<file path="src/rtl/sliding_window_max_average_top_assert.svh">
// ----------------------------------------------------------------------------
// Sliding window max average - assertion macros
// Shared concurrent assertion forms for the RTL of this block.
// ----------------------------------------------------------------------------
`ifndef SLIDING_WINDOW_MAX_AVERAGE_TOP_ASSERT_SVH
`define SLIDING_WINDOW_MAX_AVERAGE_TOP_ASSERT_SVH

// Antecedent implies consequent in the same cycle.
`define SWMA_ASSERT_IMP(lbl, clk, rst_n, ante, cons) \
    lbl: assert property (@(posedge clk) disable iff (!rst_n) (ante) |-> (cons)) \
        else $error("swma assertion failed: lbl");

// Antecedent implies consequent in the next cycle.
`define SWMA_ASSERT_NXT(lbl, clk, rst_n, ante, cons) \
    lbl: assert property (@(posedge clk) disable iff (!rst_n) (ante) |=> (cons)) \
        else $error("swma assertion failed: lbl");

`endif

</file>
<file path="src/rtl/swma_pkg.sv">
`timescale 1ns / 1ps
// ----------------------------------------------------------------------------
// Sliding window max average - package
// Shared constants and types of the window, divider and top level.
// ----------------------------------------------------------------------------
package swma_pkg;

    localparam int WINDOW_MAX  = 1024;
    localparam int SAMPLE_BITS = 16;
    localparam int CFG_BITS    = 11;
    localparam int SUM_BITS    = 26;
    localparam int AVG_BITS    = 32;
    localparam int FRAC_BITS   = 16;

    localparam int ADDR_BITS   = (WINDOW_MAX > 1) ? $clog2(WINDOW_MAX) : 1;
    localparam int CNT_BITS    = $clog2(WINDOW_MAX + 1);
    localparam int DIVD_BITS   = SUM_BITS + FRAC_BITS;
    localparam int STEP_BITS   = $clog2(DIVD_BITS);

    typedef logic signed [SAMPLE_BITS-1:0] t_sample;
    typedef logic signed [SUM_BITS-1:0]    t_sum;
    typedef logic signed [AVG_BITS-1:0]    t_avg;
    typedef logic        [CFG_BITS-1:0]    t_cfg;
    typedef logic        [CNT_BITS-1:0]    t_cnt;
    typedef logic        [ADDR_BITS-1:0]   t_addr;

    // Best window of a finished sequence, handed to the divider.
    typedef struct packed {
        logic have;
        t_sum best;
    } t_seq_result;

endpackage

</file>
<file path="src/rtl/swma_div.sv">
`timescale 1ns / 1ps
// ----------------------------------------------------------------------------
// Sliding window max average - average divider
// Floored signed division of best sum times 2^16 by the window length,
// one quotient bit per cycle, then sign fix and saturation.
// ----------------------------------------------------------------------------
`include "sliding_window_max_average_top_assert.svh"

module swma_div (
    input  logic                  i_clk,
    input  logic                  i_rst_n,
    input  logic                  i_start,
    input  swma_pkg::t_seq_result i_result,
    input  swma_pkg::t_cnt        i_len,
    output logic                  o_done,
    output swma_pkg::t_sum        o_sum,
    output swma_pkg::t_avg        o_avg,
    output logic                  o_found
);
    import swma_pkg::*;

    localparam longint AvgHi = (longint'(1) <<< (AVG_BITS - 1)) - 1;
    localparam longint AvgLo = -(longint'(1) <<< (AVG_BITS - 1));

    typedef enum logic [1:0] {
        S_IDLE,
        S_DIV,
        S_FIX
    } t_state;

    t_state                r_state;
    logic [STEP_BITS-1:0]  r_step;
    logic [DIVD_BITS-1:0]  r_dvd;
    t_cnt                  r_rem;
    logic                  r_neg;
    t_sum                  r_sum;
    logic                  r_have;
    logic                  r_done;
    t_avg                  r_avg;

    logic [SUM_BITS-1:0]       mag;
    logic [CNT_BITS:0]         rem_sh;
    logic                      qbit;
    t_cnt                      rem_nx;
    logic signed [DIVD_BITS:0] q_s;
    t_avg                      avg_sat;

    always_comb begin
        mag    = i_result.best[SUM_BITS-1] ? SUM_BITS'(-i_result.best)
                                           : SUM_BITS'(i_result.best);
        rem_sh = {r_rem, r_dvd[DIVD_BITS-1]};
        qbit   = (rem_sh >= (CNT_BITS+1)'(i_len));
        rem_nx = qbit ? CNT_BITS'(rem_sh - (CNT_BITS+1)'(i_len)) : rem_sh[CNT_BITS-1:0];

        q_s = $signed({1'b0, r_dvd});
        if (r_neg) begin
            q_s = -q_s;
            if (r_rem != '0) begin
                q_s = q_s - (DIVD_BITS+1)'(1);
            end
        end
        if (!r_have) begin
            avg_sat = '0;
        end else if (longint'(q_s) > AvgHi) begin
            avg_sat = AVG_BITS'(AvgHi);
        end else if (longint'(q_s) < AvgLo) begin
            avg_sat = AVG_BITS'(AvgLo);
        end else begin
            avg_sat = AVG_BITS'(q_s);
        end
    end

    always_ff @(posedge i_clk) begin
        if (!i_rst_n) begin
            r_state <= S_IDLE;
            r_done  <= 1'b0;
        end else begin
            r_done <= 1'b0;
            unique case (r_state)
                S_IDLE: begin
                    if (i_start) begin
                        r_state <= S_DIV;
                        r_step  <= '0;
                        r_dvd   <= {mag, FRAC_BITS'(0)};
                        r_rem   <= '0;
                        r_neg   <= i_result.best[SUM_BITS-1];
                        r_sum   <= i_result.have ? i_result.best : '0;
                        r_have  <= i_result.have;
                    end
                end
                S_DIV: begin
                    r_dvd  <= {r_dvd[DIVD_BITS-2:0], qbit};
                    r_rem  <= rem_nx;
                    r_step <= r_step + STEP_BITS'(1);
                    if (r_step == STEP_BITS'(DIVD_BITS - 1)) begin
                        r_state <= S_FIX;
                    end
                end
                S_FIX: begin
                    r_avg   <= avg_sat;
                    r_done  <= 1'b1;
                    r_state <= S_IDLE;
                end
                default: begin
                    r_state <= S_IDLE;
                end
            endcase
        end
    end

    assign o_done  = r_done;
    assign o_sum   = r_sum;
    assign o_avg   = r_avg;
    assign o_found = r_have;

    `SWMA_ASSERT_IMP(a_step_range, i_clk, i_rst_n, r_state == S_DIV, r_step < STEP_BITS'(DIVD_BITS))
    `SWMA_ASSERT_IMP(a_done_idle, i_clk, i_rst_n, o_done, r_state == S_IDLE)
    `SWMA_ASSERT_IMP(a_empty_zero, i_clk, i_rst_n, o_done && !o_found, (o_avg == '0) && (o_sum == '0))
    `SWMA_ASSERT_NXT(a_fix_done, i_clk, i_rst_n, r_state == S_FIX, o_done)

endmodule

</file>
<file path="config.mk">
export PLATFORM = sky130hd
export DESIGN_NAME = swma_div
export DESIGN_NICKNAME = d
export VERILOG_FILES = /design/src/rtl/swma_pkg.sv /design/src/rtl/swma_div.sv
export VERILOG_INCLUDE_DIRS = /design/src /design/src/rtl
export SDC_FILE = /design/constraint.sdc
export NUM_CORES = 1
export LEC_CHECK = 0
export BUFFER_PORTS_ARGS = -buffer_cell sky130_fd_sc_hd__buf_2
export CORE_MARGIN = 2
export CORE_UTILIZATION = 50
export DETAILED_ROUTE_END_ITERATION = 16
export HOLD_SLACK_MARGIN = 0.12
export PLACE_DENSITY = 0.7
export SLEW_MARGIN = 30
export SYNTH_ARGS = -nofsm -noshare
export SYNTH_HDL_FRONTEND = slang
export SYNTH_SLANG_ARGS = --single-unit
</file>
<file path="constraint.sdc">
create_clock -name i_clk -period 6.09 [get_ports i_clk]
set_input_delay 0.3045 -clock i_clk [delete_from_list [all_inputs] [get_ports i_clk]]
set_output_delay 0.3045 -clock i_clk [all_outputs]
set_load 0.05 [all_outputs]
</file>
==> impl_metrics.json, run 1 <==
{
  "run_status": "finished clean",
  "start_kind": "flop",
  "cts_tree": "built",
  "path_common_cell": "buf_4",
  "vias": 7377,
  "crit_chain": "inv_1, ha_1, nor2b_1, nand4_1, buf_4, or4_1, a32oi_1, o21ai_1, or4_4, nor3_4, a21oi_1, a2111oi_0, o2111ai_1, o41ai_4, buf_4, o2bb2ai_1",
  "hold_class": "input port to flop",
  "setup-tns-final_ps": 0,
  "synth_fp_nets": 1001,
  "syn_inst": 944,
  "overflow": 0,
  "synth_top_family_by_area": "simple AND/OR/NAND/NOR gates",
  "period_needed_ps": 5420,
  "hold_buffers": 0,
  "ctsHtreeMaxLevel": 4,
  "vias_per_cell": 5.88,
  "die_area_um2": 19000,
  "r2r-end": "o_avg[0]",
  "layout_commonest_cell": "edfxtp_1",
  "ys_seq_elements": 122,
  "hold_start": "i_rst_n",
  "rows": 48,
  "cap_viol_max_count": 0,
  "synthArstFlopShare_pct": 0,
  "track_usage_pct": 23.5,
  "synth_xor_xnor_area_share_pct": 9.86,
  "yosys.area_share.simple_pct": 24.7,
  "mostFrequentLayoutCells": "edfxtp_1 (119), buf_2 (100), nand2_1 (92)",
  "drc_errors": 0,
  "ys_warn_count": 0,
  "grt_max_degree": 66,
  "drtAntennaViolNets": 0,
  "p_leak_nw": 3.62,
  "clk_latency_ps": 420,
  "path_class": "flop to flop",
  "hold_viol_final": 0,
  "yosys.area.top_type": "edfxtp_1",
  "vdd_drop_max_mv": 0.187,
  "cp_max_fo": 31,
  "tightest_slew_ps": 861,
  "dp.cells": 1222,
  "die_w_um": 138,
  "synthMuxAreaShare_pct": 1.45,
  "place_congestion": 0.997,
  "num_antenna_cells": 0,
  "finClkSkew_ps": 10.6,
  "slew_headroom_pct": 42.6,
  "wire_per_inst_um": 17.4,
  "finalSetupViolations": 0,
  "drive_gt1_share_pct": 19.0,
  "drtIter0Drc": 901,
  "min_path_cells": 2,
  "cts_buffer_depth": 2,
  "pin_count": 101,
  "crit_arrival_ps": 5560,
  "critical_path_buf_inv_count": 3,
  "seq_area_frac_synth_pct": 40.5,
  "syn2layout_area_growth_pct": 11.9,
  "synth_top_area_share_pct": 39.8,
  "slew_violations": 0,
  "yosysUniqueCellTypes": 80,
  "core_um2": 17400,
  "max_freq_mhz": 185,
  "nets": 1073,
  "ff2ff_path_depth": 16,
  "max_stage_delay_ps": 640,
  "min_to": "o_done",
  "cp-end-kind": "flop",
  "wl_um": 21800,
  "post-route-period-util_pct": 88.9,
  "initial_core_util_pct": 51.5,
  "clkTransAtPathRegs_ps": 50,
  "antenna_found_initial": 0,
  "r2r_start": "r_dvd[0]",
  "slowest_stage": "or4_4",
  "dr.pass1.iters": 7,
  "cts.sinks": 122,
  "synth-adder-area-share_pct": 2.31,
  "cp.required_ps": 6240,
  "post_cts_buffers": 0,
  "cp_top_family": "compound AO/OA/AOI/OAI gates",
  "grt_pass1_wl_um": 34600,
  "layout.cells.non_filler": 1254,
  "synth_compound_area_share_pct": 15.3,
  "r2r_setup_slack_ps": 670,
  "place_hpwl_um": 15900,
  "cellPowerDensity_nw_per_um2": 235,
  "port_buffers": 100,
  "avgSynthCellArea_um2": 9.51,
  "cts_resized": 0,
  "synth_edf_count": 119,
  "cts_inserted_buffers": 17,
  "synth_area_um2": 8970,
  "synth_ff_type": "edfxtp_1",
  "grt_pass1_vias": 6577,
  "yosys-top-cells-area": "edfxtp_1 (40%), xor2_1 (5.7%), xnor2_1 (4.2%)",
  "die_y_um": 138,
  "rsz0062_at_grt": "false",
  "root_buffer": "clkbuf_16"
}
report_power, final:
| group | internal, mW | total [mW] | switching [mW] |
|---|---|---|---|
| sequential | 0.974 | 1.04 | 0.0613 |
| clock | 0.621 | 0.983 | 0.362 |
| combinational | 0.131 | 0.343 | 0.212 |
kinds of logic (layout without fill, tap and decap cells):
kind of cell / after synthesis / after routing
AND/OR/NAND/NOR: 409 / 409
buffers and inverters: 93 / 178
multiplexers: 13 / 13
adder cells (fa/ha/maj): 16 / 16
AO/OA/AOI/OAI: 190 / 190
flip-flops: 122 / 122
XOR/XNOR: 101 / 101
cells in the mapped netlist (4+ instances only):
master,count
nor2_1,72
mux2i_1,13
or4_1,18
ha_1,15
buf_6,16
nand4_1,20
edfxtp_1,119
o31ai_1,12
o21ai_0,61
clkbuf_1,26
a21boi_2,22
nand2b_1,8
a21boi_1,5
nor3b_1,4
or2_2,9
xnor2_1,43
and3_1,7
xor2_1,58
nor3_1,29
a21boi_0,6
nor2b_1,10
o211ai_1,6
a22oi_1,4
or3_1,22
inv_1,30
a21o_1,7
buf_4,12
a21oi_1,18
nor4_1,23
nand2_1,92
and2_1,42
a31oi_1,4
buf_2,6
nand3_1,29
a211oi_1,5
area by class of cell:
cell class | instances | area [um2]
clock buffer | 24 | 472
sequential | 122 | 3630
multi-input combinational | 729 | 4830
clock inverter | 8 | 93.8
fill | 1545 | 7370
inverter | 30 | 113
timing repair buffer | 116 | 621
tap | 225 | 282
sequential cells by signal, summed over array words and instances (netlist names):
signal   flops
r_neg        1
o_done       1
o_avg       32
r_dvd       42
r_state      2
o_found      1
r_step       6
r_rem       11
o_sum       26
per-stage QoR:
step	cell area [um2]	setup slack [ps]	total power, mW	util [%]	hold slack [ps]
finish	10000	674	2.36	57.7	173
global route	10000	276	2.45	57.7	167
CTS	10000	748	2.37	57.7	159
detailed placement	9480	765	1.39	54.4	579
global placement	9480	856	1.38	54.4	564
floorplan	8970	1400	1.30	-	403
worst max path at each step:
stage | slack, ps | from | to | cells past startpoint
floorplan | 1400 | r_dvd[0] | o_avg[19] | 17
detailed placement | 760 | r_dvd[0] | o_avg[27] | 16
CTS | 750 | r_dvd[0] | o_avg[27] | 16
finish | 670 | r_dvd[0] | o_avg[0] | 16
global placement | 860 | r_dvd[0] | o_avg[27] | 16
global route | 280 | r_dvd[14] | o_avg[0] | 14
routing by layer:
| layer | vias up | part of all wire, % | track usage [%] |
|---|---|---|---|
| met5 | - | 0 | 0 |
| met4 | 0 | 2.0 | 7.88 |
| met3 | 36 | 8.7 | 5.19 |
| met2 | 354 | 42 | 32.9 |
| met1 | 3387 | 48 | 35.6 |
| li1 | 3600 | - | - |
(Power assumes the default switching activity.)
==> run 2, diff against run 1 <==
Settings changed: CORE_MARGIN 2 to 4.
==> impl_metrics.json, run 2 (same netlist as run 1, synthesis figures left out) <==
{
  "run_status": "finished clean",
  "tightest_slew_ps": 797,
  "cts.sinks": 122,
  "wl_um": 21800,
  "drive_gt1_share_pct": 19.0,
  "cts_tree": "built",
  "grt_pass1_wl_um": 35700,
  "rsz0062_at_grt": "false",
  "track_usage_pct": 21.9,
  "root_buffer": "clkbuf_16",
  "p_clk_share_pct": 41.3,
  "p_leak_nw": 3.62,
  "wire_per_inst_um": 17.4,
  "initial_core_util_pct": 51.5,
  "vias": 7382,
  "r2r_start": "r_dvd[0]",
  "grt_max_degree": 66,
  "max_freq_mhz": 183,
  "seqPwrFrac_pct": 44.2,
  "antenna_found_initial": 0,
  "place_congestion": 0.989,
  "endpoint": "o_avg[27]",
  "layout_commonest_cell": "edfxtp_1",
  "crit_arrival_ps": 5590,
  "cp-end-kind": "flop",
  "setup-tns-final_ps": 0,
  "vias_per_cell": 5.88,
  "vdd_drop_max_mv": 0.201,
  "slew_headroom_pct": 46.8,
  "dr.pass1.iters": 6,
  "core_um2": 17400,
  "ctsHtreeMaxLevel": 4,
  "r2r_setup_slack_ps": 640,
  "top_register": "r_dvd",
  "slew_violations": 0,
  "hold_class": "input port to flop",
  "cts_resized": 0,
  "start_kind": "flop",
  "clk_latency_ps": 420,
  "combPwrFrac_pct": 14.5,
  "dpl_cell_area_um2": 9490,
  "cellInternalPower_mw": 1.71,
  "ff2ff_path_depth": 17,
  "die_area_um2": 20200,
  "hold_viol_final": 0,
  "place_hpwl_um": 16200,
  "nets": 1074,
  "finClkSkew_ps": 10.5,
  "final_cell_area_um2": 10000,
  "num_antenna_cells": 0,
  "cp.required_ps": 6230,
  "switching_share_pct": 27.0,
  "rows": 48,
  "p_sw_uw": 634,
  "overflow": 0,
  "syn2layout_area_growth_pct": 12.0,
  "cts_buffer_depth": 2,
  "port_buffers": 100,
  "drtAntennaViolNets": 0,
  "finalSetupViolations": 0,
  "drtIter0Drc": 835,
  "largest_reg_flops": 42,
  "post-route-period-util_pct": 89.5,
  "clkTransAtPathRegs_ps": 60,
  "mostFrequentLayoutCells": "edfxtp_1 (119), buf_2 (100), nand2_1 (92)",
  "setup.worst_path.start": "r_dvd[0]",
  "die_w_um": 142,
  "drc_errors": 0,
  "period_needed_ps": 5450,
  "r2r-end": "o_avg[27]",
  "path_class": "flop to flop",
  "post_cts_buffers": 0,
  "grt_pass1_vias": 6841,
  "cp_max_fo": 31,
  "cap_viol_max_count": 0,
  "cellPowerDensity_nw_per_um2": 234,
  "cts_inserted_buffers": 17,
  "pin_count": 101,
  "hold_buffers": 0,
  "die_y_um": 142
}
[run 2: cell types whose count changed in the layout (fill, tap and decap cells not counted)]
cell | previous run | this run
clkinvlp_4 | 0 | 1
buf_4 | 16 | 17
clkbuf_8 | 2 | 1
[run 2: how the worst min path moves through the flow]
stage / from / end / slack [ps] / cells after the start
final: i_rst_n / o_done / 150 / 2
after global routing: i_rst_n / o_done / 160 / 2
after CTS: i_rst_n / o_done / 140 / 2
after detailed placement: r_step[5] / r_state[1] / 580 / 2
after global placement: r_step[5] / r_state[1] / 560 / 2
after floorplan: i_result[26] / o_found / 400 / 0
[run 2: area by class of cell]
type	instances	area [um2]
Clock buffer	23	458
Clock inverter	9	101
Fill cell	1571	7370
Inverter	30	113
Multi-Input combinational cell	729	4830
Sequential cell	122	3630
Tap cell	225	282
Timing Repair Buffer	117	628
[run 2: power by group through the flow]
stage / clock [mW] / sequential [mW] / combinational [mW]
final: 0.970 / 1.04 / 0.341
after global routing: 1.03 / 1.04 / 0.379
after CTS: 0.984 / 1.03 / 0.340
after detailed placement: 0 / 1.05 / 0.337
after global placement: 0 / 1.05 / 0.334
after floorplan: 0 / 1.04 / 0.267
[run 2: critical path: stages, from the launching register on]
cell,delay [ps]
edfxtp_1,520
inv_1,140
ha_1,270
nor2b_1,150
buf_4,160
nand4_1,90
buf_4,210
or4_1,470
a32oi_1,320
o21ai_1,260
or4_4,630
nor3_4,250
a21oi_1,110
a2111oi_0,440
o2111ai_1,220
o41ai_4,310
buf_4,430
a21boi_0,170
[run 2: routing by layer]
| metal | global-route usage [%] | up-vias | wire length, um |
|---|---|---|---|
| li1 | - | 3609 | - |
| met1 | 33.2 | 3423 | 10300 |
| met2 | 31.6 | 309 | 9240 |
| met3 | 4.64 | 41 | 1890 |
| met4 | 6.72 | 0 | 447 |
| met5 | 0 | - | 0 |
[run 2: metrics by stage]
| stage | std cells | util [%] | worst slack, ps | power (mW) | hold slack [ps] |
|---|---|---|---|---|---|
| after detailed placement | 1223 | 54.5 | 755 | 1.39 | 577 |
| after floorplan | 944 | - | 1400 | 1.30 | 403 |
| after global placement | 1223 | 54.5 | 829 | 1.38 | 560 |
| final | 1255 | 57.7 | 639 | 2.35 | 151 |
| after global routing | 1255 | 57.7 | 155 | 2.45 | 161 |
| after CTS | 1255 | 57.7 | 715 | 2.36 | 144 |
==> run 3, diff against run 2 <==
Settings changed: CORE_ASPECT_RATIO from default to 0.75, CORE_UTILIZATION 50 to 60, PLACE_DENSITY 0.7 to 0.81.
==> impl_metrics.json, run 3 (same netlist as run 1, synthesis figures left out) <==
{
  "clk_latency_ps": 430,
  "hold_viol_final": 0,
  "cp.required_ps": 6230,
  "die_area_um2": 17000,
  "ctsHtreeMaxLevel": 4,
  "fillers": 1136,
  "grt_pass1_vias": 6883,
  "top_register": "r_dvd",
  "drtAntennaViolNets": 0,
  "slowest_stage": "nor4_1",
  "r2r_start": "r_dvd[18]",
  "rows": 38,
  "p_leak_nw": 3.62,
  "start_kind": "flop",
  "use_met2_pct": 38.6,
  "setup.worst_path.start": "r_dvd[18]",
  "setup-tns-final_ps": 0,
  "place_congestion": 1.02,
  "overflow": 0,
  "post-route-period-util_pct": 91.2,
  "rsz0062_at_grt": "false",
  "clkTransAtPathRegs_ps": 60,
  "antenna_found_initial": 0,
  "cts.sinks": 122,
  "hold_buffers": 0,
  "core_um2": 14500,
  "wire_per_inst_um": 18.4,
  "crit_arrival_ps": 5700,
  "largest_reg_flops": 42,
  "cts_tree": "built",
  "grt.busiest_layer": "met1",
  "die_w_um": 149,
  "cellPowerDensity_nw_per_um2": 236,
  "hold_class": "input port to flop",
  "finClkSkew_ps": 14.8,
  "drc_errors": 0,
  "cp_max_fo": 31,
  "run_status": "finished clean",
  "cts_resized": 0,
  "layout_commonest_cell": "edfxtp_1",
  "vias_per_cell": 6.20,
  "num_antenna_cells": 0,
  "cts_inserted_buffers": 17,
  "track_usage_pct": 27.3,
  "dpl_cell_area_um2": 9450,
  "wl_um": 22600,
  "slew_headroom_pct": 43.6,
  "met1_usage_pct": 41.1,
  "mostFrequentLayoutCells": "edfxtp_1 (119), buf_2 (100), nand2_1 (92)",
  "finalSetupViolations": 0,
  "max_stage_delay_ps": 790,
  "crit_chain": "nor4_1, nand3_1, or3_1, a22oi_1, nand3_1, or2_1, nor4b_1, xnor2_1, a2111oi_0, o2111ai_1, o41ai_4, buf_4, a21boi_0",
  "hold_start": "i_rst_n",
  "path_class": "flop to flop",
  "place_hpwl_um": 16500,
  "max_freq_mhz": 180,
  "vias": 7623,
  "final_cell_area_um2": 10000,
  "syn2layout_area_growth_pct": 11.6,
  "cap_viol_max_count": 0,
  "nets": 1073,
  "dr.pass1.iters": 8,
  "grt_pass1_wl_um": 36600,
  "initial_core_util_pct": 61.7,
  "slew_violations": 0,
  "die_y_um": 114,
  "path_common_cell": "nand3_1",
  "tightest_slew_ps": 838,
  "grt_max_degree": 66,
  "period_needed_ps": 5550,
  "drive_gt1_share_pct": 19.4,
  "root_buffer": "clkbuf_16",
  "cp-end-kind": "flop",
  "pin_count": 101,
  "drtIter0Drc": 1048,
  "port_buffers": 100,
  "global_route.usage.met3_pct": 8.90,
  "cts_buffer_depth": 2,
  "post_cts_buffers": 0,
  "vdd_drop_max_mv": 0.196
}
## run 3: changes by cell type in the layout (fill, tap and decap cells not counted), sizes merged
cell / previous run / this run
buf: 117 / 116
clkinv: 6 / 7
clkbuf: 23 / 17
inv: 30 / 35
clkinvlp: 1 / 2
bufinv: 2 / 1
## run 3: stage by stage
stage / utilization (%) / cells / setup slack (ps) / power, mW / hold slack (ps)
6_report: 68.9 / 1229 / 538 / 2.36 / 153
4_1_cts: 68.9 / 1229 / 651 / 2.36 / 145
2_1_floorplan: - / 944 / 1400 / 1.30 / 403
5_1_grt: 68.9 / 1229 / 62.1 / 2.45 / 144
3_5_place_dp: 65.0 / 1197 / 691 / 1.39 / 572
3_3_place_gp: 65.0 / 1197 / 852 / 1.38 / 557
## run 3: worst paths after layout
| kind | end | slack [ps] | cells after the start |
|---|---|---|---|
| worst max-delay path | o_avg[27] | 540 | 13 |
| worst min-delay path | o_done | 150 | 2 |
| worst max register to register | o_avg[27] | 540 | 13 |
| worst min register to register | o_done | 580 | 1 |
## run 3: final cells by class
type                       instances  area, um2  area share, %
multi-input combinational        729       4830           48.3
sequential                       122       3630           36.3
timing repair buffer             116        621           6.20
clock buffer                      17        425           4.25
tap                              200        250           2.50
clock inverter                    15        141           1.41
inverter                          30        113           1.12
## run 3: critical path, delay by kind of cell (launching register included)
kind                      cells  cell delay, ps
AOI/OAI and AO/OA             5            1420
DFF                           1             530
and+or+nand+nor               6            2770
buffers and inverters         1             420
xor gates and xnor gates      1             140
## run 3: per-layer routing
layer	wire length [um]	vias to the layer above	share of wire, %
li1	-	3619	-
met2	9070	456	40
met1	10100	3507	44
met5	0	-	0
met4	335	0	1.5
met3	3140	41	14
## run 3: report_power, final
part           internal, mW  switching (mW)  leakage (nW)
clock network         0.568           0.404         0.276
registers             0.973          0.0636          1.16
logic                 0.131           0.221          2.18
